--- config.mk ---
export PLATFORM = sky130hd
export DESIGN_NAME = gray_qam_psk_mapper_demapper
export DESIGN_NICKNAME = d
export VERILOG_FILES = /design/src/rtl/core/gqpm_pkg.sv /design/src/rtl/core/gqpm_ram.sv /design/src/rtl/core/gqpm_fill.sv /design/src/rtl/core/gqpm_search.sv /design/src/rtl/core/gray_qam_psk_mapper_demapper.sv
export SDC_FILE = /design/constraint.sdc
export NUM_CORES = 2
export LEC_CHECK = 0
export ABC_AREA = 1
export BUFFER_PORTS_ARGS = -buffer_cell sky130_fd_sc_hd__buf_2
export CAP_MARGIN = 10
export CORE_UTILIZATION = 35
export DETAILED_ROUTE_END_ITERATION = 10
export PLACE_DENSITY = 0.45
export SYNTH_ARGS = -nofsm -noshare
export SYNTH_HDL_FRONTEND = slang
export SYNTH_SLANG_ARGS = --single-unit
export TNS_END_PERCENT = 5
--- constraint.sdc ---
create_clock -name clk -period 9.4 [get_ports clk]
set_input_delay 1.88 -clock clk [delete_from_list [all_inputs] [get_ports clk]]
set_output_delay 1.88 -clock clk [all_outputs]
set_load 0.02 [all_outputs]
--- src/rtl/core/gqpm_pkg.sv ---
// Shared types, constants and constant tables of the Gray QAM/PSK mapper and demapper.
package gqpm_pkg;

	localparam int MAX_BITS   = 6;
	localparam int COORD_FRAC = 14;
	localparam int NPTS       = 1 << MAX_BITS;
	localparam int ADDR_W     = MAX_BITS;
	localparam int IDX_W      = 6;
	localparam int KW         = 3;
	localparam int CRD_W      = 16;
	localparam int PNT_W      = 2 * CRD_W;
	localparam int CFG_IDX_W  = 1;
	localparam int DIST_W     = 2 * CRD_W + 1;

	localparam int FRAC_SH    = 31 - MAX_BITS;
	localparam int FW         = MAX_BITS - 1;
	localparam int OCT_STEPS  = 1 << (MAX_BITS - 2);

	localparam longint unsigned PI_Q30  = 64'd3373259426;
	localparam longint unsigned ONE_Q30 = 64'd1073741824;
	localparam longint unsigned RND_Q30 = 64'd1 << (29 - COORD_FRAC);

	localparam logic            CMD_MOD   = 1'b0;
	localparam logic            CMD_DEMOD = 1'b1;
	localparam logic            KIND_QAM  = 1'b0;
	localparam logic            KIND_PSK  = 1'b1;
	localparam logic [CFG_IDX_W-1:0] CFG_KIND = 1'b0;
	localparam logic [CFG_IDX_W-1:0] CFG_BITS = 1'b1;
	localparam logic [KW-1:0]   RST_BITS  = 3'd4;

	localparam int QSC = 1 << (COORD_FRAC + 1);

	// QAM level magnitudes, indexed by half bit count minus one and by |2j-(L-1)|/2.
	localparam logic [CRD_W-1:0] QAM_LVL [0:2][0:3] = '{
		'{CRD_W'((QSC + 1) / 2), CRD_W'(0), CRD_W'(0), CRD_W'(0)},
		'{CRD_W'((QSC + 3) / 6), CRD_W'((3 * QSC + 3) / 6), CRD_W'(0), CRD_W'(0)},
		'{CRD_W'((QSC + 7) / 14), CRD_W'((3 * QSC + 7) / 14),
			CRD_W'((5 * QSC + 7) / 14), CRD_W'((7 * QSC + 7) / 14)}
	};

	typedef logic [OCT_STEPS:0][CRD_W-1:0] trig_tab_t;

	typedef struct packed {
		logic                    cmd;
		logic [IDX_W-1:0]        symbol_index;
		logic signed [CRD_W-1:0] in_i;
		logic signed [CRD_W-1:0] in_q;
	} sym_t;

	typedef struct packed {
		logic signed [CRD_W-1:0] out_i;
		logic signed [CRD_W-1:0] out_q;
		logic [IDX_W-1:0]        out_index;
	} res_t;

	typedef struct packed {
		logic          psk;
		logic [KW-1:0] bits;
	} mode_t;

	typedef struct packed {
		logic              en;
		logic [ADDR_W-1:0] addr;
		logic [PNT_W-1:0]  data;
	} pnt_wr_t;

	typedef enum logic [2:0] {
		ST_IDLE,
		ST_MOD,
		ST_SCAN,
		ST_DRAIN,
		ST_PUT
	} srch_state_t;

	// Rounded sine or cosine magnitudes over the first octant, one entry per angle step.
	function automatic trig_tab_t trig_table(input logic want_sin);
		trig_tab_t         tab;
		longint unsigned   r;
		longint unsigned   x;
		longint unsigned   x2;
		longint unsigned   t;
		longint unsigned   s;
		longint unsigned   c;
		for (int j = 0; j <= OCT_STEPS; j++) begin
			r = 64'(j) << FRAC_SH;
			x = (r * PI_Q30) >> 31;
			x2 = (x * x) >> 30;
			t = x;
			s = x;
			t = ((t * x2) >> 30) / 6;
			s = s - t;
			t = ((t * x2) >> 30) / 20;
			s = s + t;
			t = ((t * x2) >> 30) / 42;
			s = s - t;
			t = ((t * x2) >> 30) / 72;
			s = s + t;
			t = ONE_Q30;
			c = ONE_Q30;
			t = ((t * x2) >> 30) / 2;
			c = c - t;
			t = ((t * x2) >> 30) / 12;
			c = c + t;
			t = ((t * x2) >> 30) / 30;
			c = c - t;
			t = ((t * x2) >> 30) / 56;
			c = c + t;
			t = ((t * x2) >> 30) / 90;
			c = c - t;
			tab[j] = CRD_W'(((want_sin ? s : c) + RND_Q30) >> (30 - COORD_FRAC));
		end
		return tab;
	endfunction

endpackage

--- src/rtl/core/gqpm_ram.sv ---
// Generic single-write, single-read RAM with registered read data.
module gqpm_ram #(
	parameter int WIDTH = 32,
	parameter int DEPTH = 64
) (
	input  logic                     clk,
	input  logic                     we,
	input  logic [$clog2(DEPTH)-1:0] waddr,
	input  logic [WIDTH-1:0]         wdata,
	input  logic [$clog2(DEPTH)-1:0] raddr,
	output logic [WIDTH-1:0]         rdata
);

	logic [WIDTH-1:0] mem_q [DEPTH];

	always_ff @(posedge clk) begin
		if (we) begin
			mem_q[waddr] <= wdata;
		end
		rdata <= mem_q[raddr];
	end

endmodule

--- src/rtl/core/gqpm_fill.sv ---
// Fill sequencer that computes every constellation point and writes it to the point RAM.
module gqpm_fill import gqpm_pkg::*; (
	input  logic    clk,
	input  logic    arst_n,
	input  logic    restart,
	input  mode_t   mode,
	output pnt_wr_t wr,
	output logic    busy
);

	localparam trig_tab_t COS_TAB = trig_table(1'b0);
	localparam trig_tab_t SIN_TAB = trig_table(1'b1);

	logic [ADDR_W-1:0] cnt_q;
	logic              busy_q;

	logic [ADDR_W-1:0]        idx;
	logic [ADDR_W-1:0]        g;
	logic [31:0]              ph;
	logic [1:0]               quad;
	logic [FW-1:0]            f;
	logic [FW-1:0]            j;
	logic                     swap;
	logic [CRD_W-1:0]         cm;
	logic [CRD_W-1:0]         sm;
	logic [CRD_W-1:0]         psk_i;
	logic [CRD_W-1:0]         psk_q;
	logic [1:0]               h;
	logic [1:0]               hsel;
	logic [ADDR_W-1:0]        lm;
	logic [ADDR_W-1:0]        row;
	logic [ADDR_W-1:0]        col;
	logic signed [ADDR_W+1:0] nr;
	logic signed [ADDR_W+1:0] ni;
	logic [ADDR_W+1:0]        ar;
	logic [ADDR_W+1:0]        ai;
	logic [CRD_W-1:0]         vr;
	logic [CRD_W-1:0]         vi;
	logic [CRD_W-1:0]         qam_i;
	logic [CRD_W-1:0]         qam_q;

	function automatic logic [ADDR_W-1:0] gray_inv(input logic [ADDR_W-1:0] v);
		logic [ADDR_W-1:0] r;
		r = v;
		for (int s = 1; s < ADDR_W; s = s * 2) begin
			r = r ^ (r >> s);
		end
		return r;
	endfunction

	always_ff @(posedge clk or negedge arst_n) begin
		if (!arst_n) begin
			cnt_q  <= '0;
			busy_q <= 1'b1;
		end else if (restart) begin
			cnt_q  <= '0;
			busy_q <= 1'b1;
		end else if (busy_q) begin
			cnt_q <= cnt_q + 1'b1;
			if (cnt_q == ADDR_W'(NPTS - 1)) begin
				busy_q <= 1'b0;
			end
		end
	end

	always_comb begin
		idx  = cnt_q;
		g    = idx ^ (idx >> 1);
		ph   = 32'({g, 1'b1}) << (5'd31 - 5'(mode.bits));
		quad = ph[31:30];
		f    = ph[29 -: FW];
		swap = (f > FW'(OCT_STEPS));
		j    = swap ? (FW'(2 * OCT_STEPS) - f) : f;
		cm   = swap ? SIN_TAB[j] : COS_TAB[j];
		sm   = swap ? COS_TAB[j] : SIN_TAB[j];
		case (quad)
			2'd0: begin
				psk_i = cm;
				psk_q = sm;
			end
			2'd1: begin
				psk_i = -sm;
				psk_q = cm;
			end
			2'd2: begin
				psk_i = -cm;
				psk_q = -sm;
			end
			default: begin
				psk_i = sm;
				psk_q = -cm;
			end
		endcase
	end

	always_comb begin
		h     = mode.bits[KW-1:1];
		hsel  = (h == 2'd0) ? 2'd0 : h - 2'd1;
		lm    = ~(ADDR_W'('1) << h);
		row   = gray_inv(idx >> h) & lm;
		col   = gray_inv(idx & lm) & lm;
		nr    = $signed({1'b0, col, 1'b0}) - $signed({2'b00, lm});
		ni    = $signed({2'b00, lm}) - $signed({1'b0, row, 1'b0});
		ar    = nr[ADDR_W+1] ? -nr : nr;
		ai    = ni[ADDR_W+1] ? -ni : ni;
		vr    = QAM_LVL[hsel][ar[2:1]];
		vi    = QAM_LVL[hsel][ai[2:1]];
		qam_i = nr[ADDR_W+1] ? -vr : vr;
		qam_q = ni[ADDR_W+1] ? -vi : vi;
	end

	always_comb begin
		wr.en   = busy_q;
		wr.addr = idx;
		wr.data = (mode.psk == KIND_PSK) ? {psk_i, psk_q} : {qam_i, qam_q};
	end

	assign busy = busy_q;

endmodule

--- src/rtl/core/gqpm_search.sv ---
// Transaction control, point RAM reads, nearest-point search and output register.
module gqpm_search import gqpm_pkg::*; (
	input  logic              clk,
	input  logic              arst_n,
	input  mode_t             mode,
	input  logic              fill_busy,
	input  logic              sym_valid,
	output logic              sym_ready,
	input  sym_t              sym,
	output logic              res_valid,
	input  logic              res_ready,
	output res_t              res,
	output logic [ADDR_W-1:0] raddr,
	input  logic [PNT_W-1:0]  rdata
);

	srch_state_t state_q;
	srch_state_t state_nxt;

	logic [ADDR_W-1:0]       mask;
	logic                    accept;
	logic                    issue;
	logic                    mod_cap;
	logic                    scan_done;
	logic                    put;

	logic signed [CRD_W-1:0] ri_q;
	logic signed [CRD_W-1:0] rq_q;
	logic [ADDR_W-1:0]       idx_q;
	logic [ADDR_W-1:0]       addr_q;
	logic                    rd_v_s1;
	logic [ADDR_W-1:0]       n_s1;
	logic                    v_s2;
	logic [ADDR_W-1:0]       n_s2;
	logic [2*CRD_W-1:0]      sq_i_s2;
	logic [2*CRD_W-1:0]      sq_q_s2;
	logic [DIST_W-1:0]       best_q;
	logic [ADDR_W-1:0]       bidx_q;
	res_t                    core_q;
	res_t                    res_q;
	logic                    res_valid_q;

	logic signed [CRD_W-1:0]   xi;
	logic signed [CRD_W-1:0]   xq;
	logic signed [CRD_W:0]     di;
	logic signed [CRD_W:0]     dq;
	logic signed [2*CRD_W+1:0] sqi;
	logic signed [2*CRD_W+1:0] sqq;
	logic [DIST_W-1:0]         d2;

	assign mask = ~(ADDR_W'('1) << mode.bits);

	always_comb begin
		state_nxt = state_q;
		unique case (state_q)
			ST_IDLE: begin
				if (sym_valid && !fill_busy) begin
					state_nxt = (sym.cmd == CMD_DEMOD) ? ST_SCAN : ST_MOD;
				end
			end
			ST_MOD: state_nxt = ST_PUT;
			ST_SCAN: begin
				if (addr_q == mask) begin
					state_nxt = ST_DRAIN;
				end
			end
			ST_DRAIN: begin
				if (!rd_v_s1 && !v_s2) begin
					state_nxt = ST_PUT;
				end
			end
			ST_PUT: begin
				if (!res_valid_q || res_ready) begin
					state_nxt = ST_IDLE;
				end
			end
			default: state_nxt = ST_IDLE;
		endcase
	end

	always_comb begin
		sym_ready = 1'b0;
		issue     = 1'b0;
		mod_cap   = 1'b0;
		scan_done = 1'b0;
		put       = 1'b0;
		raddr     = ADDR_W'(sym.symbol_index) & mask;
		unique case (state_q)
			ST_IDLE:  sym_ready = !fill_busy;
			ST_MOD:   mod_cap = 1'b1;
			ST_SCAN: begin
				issue = 1'b1;
				raddr = addr_q;
			end
			ST_DRAIN: scan_done = !rd_v_s1 && !v_s2;
			ST_PUT:   put = !res_valid_q || res_ready;
			default: begin
				sym_ready = 1'b0;
			end
		endcase
	end

	assign accept = sym_valid && sym_ready;

	always_comb begin
		xi  = rdata[PNT_W-1:CRD_W];
		xq  = rdata[CRD_W-1:0];
		di  = (CRD_W + 1)'(ri_q) - (CRD_W + 1)'(xi);
		dq  = (CRD_W + 1)'(rq_q) - (CRD_W + 1)'(xq);
		sqi = di * di;
		sqq = dq * dq;
		d2  = {1'b0, sq_i_s2} + {1'b0, sq_q_s2};
	end

	always_ff @(posedge clk or negedge arst_n) begin
		if (!arst_n) begin
			state_q     <= ST_IDLE;
			rd_v_s1     <= 1'b0;
			v_s2        <= 1'b0;
			res_valid_q <= 1'b0;
		end else begin
			state_q <= state_nxt;
			rd_v_s1 <= issue;
			v_s2    <= rd_v_s1;
			if (put) begin
				res_valid_q <= 1'b1;
			end else if (res_ready) begin
				res_valid_q <= 1'b0;
			end
		end
	end

	always_ff @(posedge clk) begin
		if (accept) begin
			ri_q   <= sym.in_i;
			rq_q   <= sym.in_q;
			idx_q  <= ADDR_W'(sym.symbol_index) & mask;
			addr_q <= '0;
		end else if (issue) begin
			addr_q <= addr_q + 1'b1;
		end
		n_s1    <= addr_q;
		n_s2    <= n_s1;
		sq_i_s2 <= sqi[2*CRD_W-1:0];
		sq_q_s2 <= sqq[2*CRD_W-1:0];
		if (v_s2 && (n_s2 == '0 || d2 < best_q)) begin
			best_q <= d2;
			bidx_q <= n_s2;
		end
		if (mod_cap) begin
			core_q.out_i     <= xi;
			core_q.out_q     <= xq;
			core_q.out_index <= IDX_W'(idx_q);
		end else if (scan_done) begin
			core_q.out_i     <= '0;
			core_q.out_q     <= '0;
			core_q.out_index <= IDX_W'(bidx_q);
		end
		if (put) begin
			res_q <= core_q;
		end
	end

	assign res_valid = res_valid_q;
	assign res       = res_q;

endmodule

--- src/rtl/core/gray_qam_psk_mapper_demapper.sv ---
// Top level of the Gray-coded QAM/PSK constellation mapper and demapper.
// A modulate transaction makes one point RAM read and passes through the MOD and PUT states.
// A demodulate transaction makes one point RAM read per candidate, then the distance and
// compare pipeline drains. One transaction is in work at a time.
// After reset and after every configuration write, a fill pass rebuilds the point RAM
// and no symbol transaction is accepted until it ends.
module gray_qam_psk_mapper_demapper import gqpm_pkg::*; (
	input  logic                 clk,
	input  logic                 arst_n,
	input  logic                 sym_valid,
	output logic                 sym_ready,
	input  sym_t                 sym,
	output logic                 res_valid,
	input  logic                 res_ready,
	output res_t                 res,
	input  logic                 cfg_valid,
	output logic                 cfg_ready,
	input  logic [CFG_IDX_W-1:0] cfg_index,
	input  logic [KW-1:0]        cfg_data
);

	logic              kind_q;
	logic [KW-1:0]     bits_q;
	logic              cfg_wr;
	logic [KW-1:0]     k;
	mode_t             mode;
	pnt_wr_t           wr;
	logic              fill_busy;
	logic [ADDR_W-1:0] raddr;
	logic [PNT_W-1:0]  rdata;

	assign cfg_ready = 1'b1;
	assign cfg_wr    = cfg_valid && cfg_ready;

	always_ff @(posedge clk or negedge arst_n) begin
		if (!arst_n) begin
			kind_q <= KIND_QAM;
			bits_q <= RST_BITS;
		end else if (cfg_wr) begin
			unique case (cfg_index)
				CFG_KIND: kind_q <= cfg_data[0];
				CFG_BITS: bits_q <= cfg_data;
				default:  bits_q <= bits_q;
			endcase
		end
	end

	// Bit count 0 is 1, over 6 is 6; QAM takes the even count below, at least 2.
	always_comb begin
		k = bits_q;
		if (k == '0) begin
			k = KW'(1);
		end
		if (k > KW'(MAX_BITS)) begin
			k = KW'(MAX_BITS);
		end
		if (kind_q == KIND_QAM) begin
			k[0] = 1'b0;
			if (k < KW'(2)) begin
				k = KW'(2);
			end
		end
		mode.psk  = kind_q;
		mode.bits = k;
	end

	gqpm_fill u_fill (
		.clk     (clk),
		.arst_n  (arst_n),
		.restart (cfg_wr),
		.mode    (mode),
		.wr      (wr),
		.busy    (fill_busy)
	);

	gqpm_ram #(
		.WIDTH (PNT_W),
		.DEPTH (NPTS)
	) u_ram (
		.clk   (clk),
		.we    (wr.en),
		.waddr (wr.addr),
		.wdata (wr.data),
		.raddr (raddr),
		.rdata (rdata)
	);

	gqpm_search u_search (
		.clk       (clk),
		.arst_n    (arst_n),
		.mode      (mode),
		.fill_busy (fill_busy),
		.sym_valid (sym_valid),
		.sym_ready (sym_ready),
		.sym       (sym),
		.res_valid (res_valid),
		.res_ready (res_ready),
		.res       (res),
		.raddr     (raddr),
		.rdata     (rdata)
	);

endmodule

---- Word-level counts from Yosys, hierarchy flattened ----
Memory sizes are Yosys's and may differ from the RTL's. A register that Yosys moved wholly into a read port is not among the register bits.
Index checks and enable logic that the tools add are counted.
Widths: inputs -> output; s select.
operators by class
  mux-type cells .......................... 49
  reduce and logical (&&, ||, !) cells .... 21
  $mul .................................... 2
  bitwise gates (word level) .............. 17
  eq/ne operators ......................... 12
  shifts and indexed selects .............. 4
  $lt $le $gt $ge ......................... 8
  $add $sub $neg .......................... 16
operators by type and width
  kind                 number
  $mux 16              10
  $bmux 64 s2          1
  $mux 64              2
  $pmux 16 s3          2
  $mux 38              2
  $bmux 16 s2          2
  $mul 17x17->32       2
  $neg 16->16          4
  $sub 16x16->17       2
  $add 32x32->33       1
  $lt 33x33->1         1
  $mux 32              1
  $shl 7x5->32         1
  $mux 3               10
  $and 6x6->6          4
  $mux 6               3
  $xor 6x5->6          3
  $pmux 3 s5           1
  $add 6x1->6 const B  2
  $mux 1               12
  $not 6->6            2
  $xor 6x2->6          2
  $xor 6x4->6          2
  $ge 3x3->1 const B   3
  34 further kinds     54
word-level totals
  word-level logic and storage cells ...... 156
  input bits .............................. 48
  bits in read-only memories .............. 1024
  register bits ........................... 252
  output and inout bits ................... 41
  bits in writable memories ............... 2048
  memories kept ........................... 3
memory list
  name              depth  width  rd ports  clocked after memory_dff  write ports  line             RTL
  u_ram.mem_q       64     32     1         1                         1            gqpm_ram.sv:14   logic [WIDTH-1:0] mem_q [DEPTH];
  (name not given)  32     16     1         0                         0            gqpm_fill.sv:74  cm = swap ? SIN_TAB[j] : COS_TAB[j];
  (name not given)  32     16     1         0                         0            gqpm_fill.sv:74

---- Logic depth before layout (Yosys ltp) ----
  word-level depth ........................ 24
  gate-level depth with buffers ........... 45
  gate-level depth less buffers ........... 44

---- By module ----
A second synthesis with hierarchy kept.
second synthesis, totals
  cell total of the unflattened synthesis .. 11138
  area total of the unflattened synthesis .. 118282.2 sq um
modules (own cells, without submodules)
  module                        seq. area each (sq um)  cells an instance  area each (sq um)  instances
  gqpm_ram                      62139.6                 6769               82738.1            1
  gqpm_search                   6346.1                  3446               30699.4            1
  gqpm_fill                     176.4                   895                4640.7             1
  gray_qam_psk_mapper_demapper  101.3                   28                 203.9              1

---- Least setup slack after synthesis ----
No wires, ideal clock.
  path kind ............................... register to register
  start ................................... register u_search.rq_q[0]
  end ..................................... register u_search.sq_q_s2[30]
  period minus slack after synthesis ...... 8.004 ns
  arrival ................................. 7.892 ns
  stages on the path, launching flop included .. 37
  buffers on the path ..................... 1
  library setup time ...................... 0.112 ns
  slack ................................... 1.396 ns
  data required time ...................... 9.288 ns
  cells stage by stage .................... edfxtp_1 inv_1 ha_1 fa_1 nor2_1 a211oi_1 o21ai_0 a21oi_1 o21ai_0 a31oi_1 xor2_1 inv_1 clkbuf_1 nor2_1 fa_1 inv_1 fa_1 fa_1 fa_1 inv_1 fa_1 fa_1 ha_1 a21oi_1 inv_1 a31oi_1 a21boi_0 o21bai_1 a21boi_0 o21bai_1 a21boi_0 o21ai_0 nand2_1 nand2_1 a21o_1 nand2_1 nand2_1
between the ends
  word-level cells in the longest chain between the ends .. 2
RTL lines
  item                      line                RTL
  start: declaration        gqpm_search.sv:28   logic signed [CRD_W-1:0] rq_q;
  start signal: assignment  gqpm_search.sv:136  rq_q <= sym.in_q;
  $sub 16x16->17            gqpm_search.sv:109  dq = (CRD_W + 1)'(rq_q) - (CRD_W + 1)'(xq);
  $mul 17x17->32            gqpm_search.sv:111  sqq = dq * dq;
  net u_search.sqq[30]      gqpm_search.sv:48   logic signed [2*CRD_W+1:0] sqq;
  end signal: assignment    gqpm_search.sv:145  sq_q_s2 <= sqq[2*CRD_W-1:0];
  end: declaration          gqpm_search.sv:36   logic [2*CRD_W-1:0] sq_q_s2;
The timed path passes the listed nets, and every way through them passes these cells.
A chain may end at the register's enable or synchronous reset.

---- Worst setup path after layout ----
Same ends and word-level chain as after synthesis.

==> impl_metrics.yaml <==
run_status:
  status: "completed"
drt:
  via_per_inst: 5.217
  vias: 77444
  drt-pass1-iter-count: 6
  ant_nets: 0
  drt_iter0_markers: 6763
  routed_wl_um: 365900
  drc: 0
  wl_per_cell_um: 24.65
synth:
  avgSynthCellArea_um2: 11.35
  ys.flop_type: "edfxtp_1"
  synth-seq-cells: 2330
  synth_area_leader_cell: "edfxtp_1"
  synthCells: 10206
  ys_async_sr_fraction_pct: 0.7296
  synth_edf_count: 2201
  synth.most_common_cell: "nand2_1"
  syn_area_mm2: 0.1158
  yosys-top-cells-area: "edfxtp_1 (57%), fa_1 (8.9%), nand2_1 (7.3%), inv_1 (3.5%), ha_1 (3.0%)"
  syn_nets: 11053
  synth_top_area_share_pct: 57.06
  yosys-top-cells-count: "nand2_1 (2,258), edfxtp_1 (2,201), inv_1 (1,086)"
  ys_warn_count: 0
  ys_seq_area_share_pct: 59.37
  synth_cell_types: 72
clocking:
  cts_buffer_depth: 4
  cts.sinks: 2330
  clock_latency_ns: 0.90
  clockRootBuffer: "clkbuf_16"
  htree_levels: 5
  hold_buffers: 0
  path_clk_slew_ns: 0.06
  numCtsBuffers: 266
  post_cts_buffers: 0
  cts_tree: "built"
worst_setup_path:
  path_common_cell: "fa_1"
  ff2ff_path_depth: 37
  critPathArrivalTime_ns: 9.52
  crit_type: "flip-flop to flip-flop"
  slowest_stage: "fa_1"
  start_kind: "flip-flop"
  crit_cells: 37
  cp-end-kind: "flip-flop"
  path_buf_inv: 7
  path_max_fanout: 12
  path_delay_family: "adder cells"
  cp.required_ns: 10.13
  max_stage_delay_ns: 0.54
cells_and_area:
  final-seq-area_mm2: 0.06876
  area_delta_synth_final_pct: 12.88
  fillers: 31327
  multiInputGateArea_mm2: 0.04144
  layout.nets: 11118
  drive_gt1_share_pct: 8.512
sta:
  max_freq_mhz: 113.7
  fin_tns_setup_ns: 0
  maxSlewViolCount: 0
  max-slew-margin-rel_pct: 21.97
  finalCriticalPeriod_ns: 8.798
  fin_crit_sh_pct: 93.60
  finalHoldViolCount: 0
  setup_viol: 0
  tightest_slew_ns: 1.166
  grt_setup_unrepaired: "false"
  fin_skew_ns: 0.07382
floorplanning:
  die_y_um: 577.3
  die-area_mm2: 0.3332
  coreArea_mm2: 0.3282
  ios: 89
  die_width_um: 577.3
  row_count: 210
  initial_utilization_pct: 35.29
min_path:
  hp-class: "flip-flop to flip-flop"
  holdPathStages: 0
placed_design:
  gp_congestion: 0.8530
  port_buffers: 87
  dp_hpwl_um: 220000
global_route:
  grt_pass1_vias: 76670
  grt_util_all_layers_pct: 21.73
  antenna_found_initial: 27
  grt_pass1_wl_um: 533200
  grt_overflow: 0
  grt_start_max_net_pins: 170
run:
  drv_cap: 0
[cells in the final DEF, fill, tap and decap left out, drive strengths merged, types with 16 or more instances in the layout]
cell type,instances
nand4,35
nand2,2281
ha,282
dfxtp,112
a221o,100
a31oi,114
inv,1126
and3,20
a21boi,109
diode,19
a21oi,585
o21ai,298
nand3,690
edfxtp,2201
nor2,586
nor3,21
a211oi,174
o21bai,16
xnor2,61
xor2,86
clkbuf,350
clkinv,103
o311ai,57
buf,320
fa,517
a311oi,97
[stage by stage]
stage | setup WS [ns] | cell area, µm² | utilization, % | hold WS, ns | instances
6_report | 0.6015 | 130800 | 39.84 | 0.3253 | 14844
5_1_grt | 0.004166 | 130700 | 39.83 | 0.3224 | 14826
4_1_cts | 0.3488 | 130700 | 39.82 | 0.3267 | 14825
3_5_place_dp | 0.3800 | 122500 | 37.32 | 0.3121 | 14349
3_3_place_gp | 0.3400 | 122500 | 37.31 | 0.3129 | 14348
2_1_floorplan | 1.396 | 115800 | - | 0.3096 | 10206
[registers in the layout, indices dropped and copies added (netlist names), 16 cells and up]
| register | flops |
|---|---|
| u_search.rq_q | 16 |
| u_search.ri_q | 16 |
| u_search.sq_i_s2 | 31 |
| u_search.core_q | 38 |
| u_search.sq_q_s2 | 31 |
| u_search.res | 38 |
| u_ram.rdata | 32 |
| u_search.best_q | 33 |
| u_ram.mem_q | 2048 |
[layout make-up]
class,instances,area share (%)
Antenna cell,19,0.03636
Clock buffer,350,5.501
Clock inverter,126,0.7828
Inverter,1121,3.234
Multi-Input combinational cell,6232,31.69
Sequential cell,2330,52.59
Tap cell,4346,4.159
Timing Repair Buffer,320,2.006
[worst paths after layout]
| check | startpoint | end | slack (ns) |
|---|---|---|---|
| max | u_search.rq_q[0]$_DFFE_PP_ | u_search.sq_q_s2[30]$_DFF_P_ | 0.60 |
| min | u_search.n_s1[5]$_DFF_P_ | u_search.n_s2[5]$_DFF_P_ | 0.33 |
| max reg2reg | u_search.rq_q[0]$_DFFE_PP_ | u_search.sq_q_s2[30]$_DFF_P_ | 0.60 |
| min reg2reg | u_search.n_s1[5]$_DFF_P_ | u_search.n_s2[5]$_DFF_P_ | 0.33 |
| max in group asynchronous | arst_n | u_fill.cnt_q[5]$_DFFE_PN0P_ | 7.95 |
| min in group asynchronous | arst_n | bits_q[1]$_DFFE_PN0P_ | 1.01 |
[kinds of logic after synthesis]
logic type	share of synthesized area (%)
and+or+nand+nor	13.06
DFF	59.37
buffers and inverters	5.500
AOI/OAI and AO/OA	8.879
adders and majority gates	11.98
xor gates and xnor gates	1.137
muxes	0.06806
other	0.003238
[metal layers]
metal / share of wire, % / vias up / track usage, % / wire length [µm]
met5: 0.026 / - / 0 / 95
met4: 2.5 / 14 / 5.431 / 9042
met3: 5.4 / 448 / 2.418 / 19730
met2: 46 / 2026 / 34.70 / 167800
met1: 46 / 39558 / 31.54 / 169200
li1: - / 35398 / - / -
[worst reg2reg max path: cells and delay by family, from the launching register on]
kind | cells | cell delay, ns
DFF | 1 | 0.33
buffers and inverters | 7 | 0.91
adders and majority gates | 9 | 3.79
and+or+nand+nor | 6 | 0.63
xor gates and xnor gates | 1 | 0.16
AOI/OAI and AO/OA | 14 | 2.88
[timing repair]
| action | CTS | global route |
|---|---|---|
| endpoints found under the setup margin | 0 | 7 |
| endpoints found under the hold margin | 0 | 0 |
| resized for setup | 0 | 6 |
Power is not shown: default switching activity piles up to over one toggle a cycle in this logic, so the estimate is an artifact.
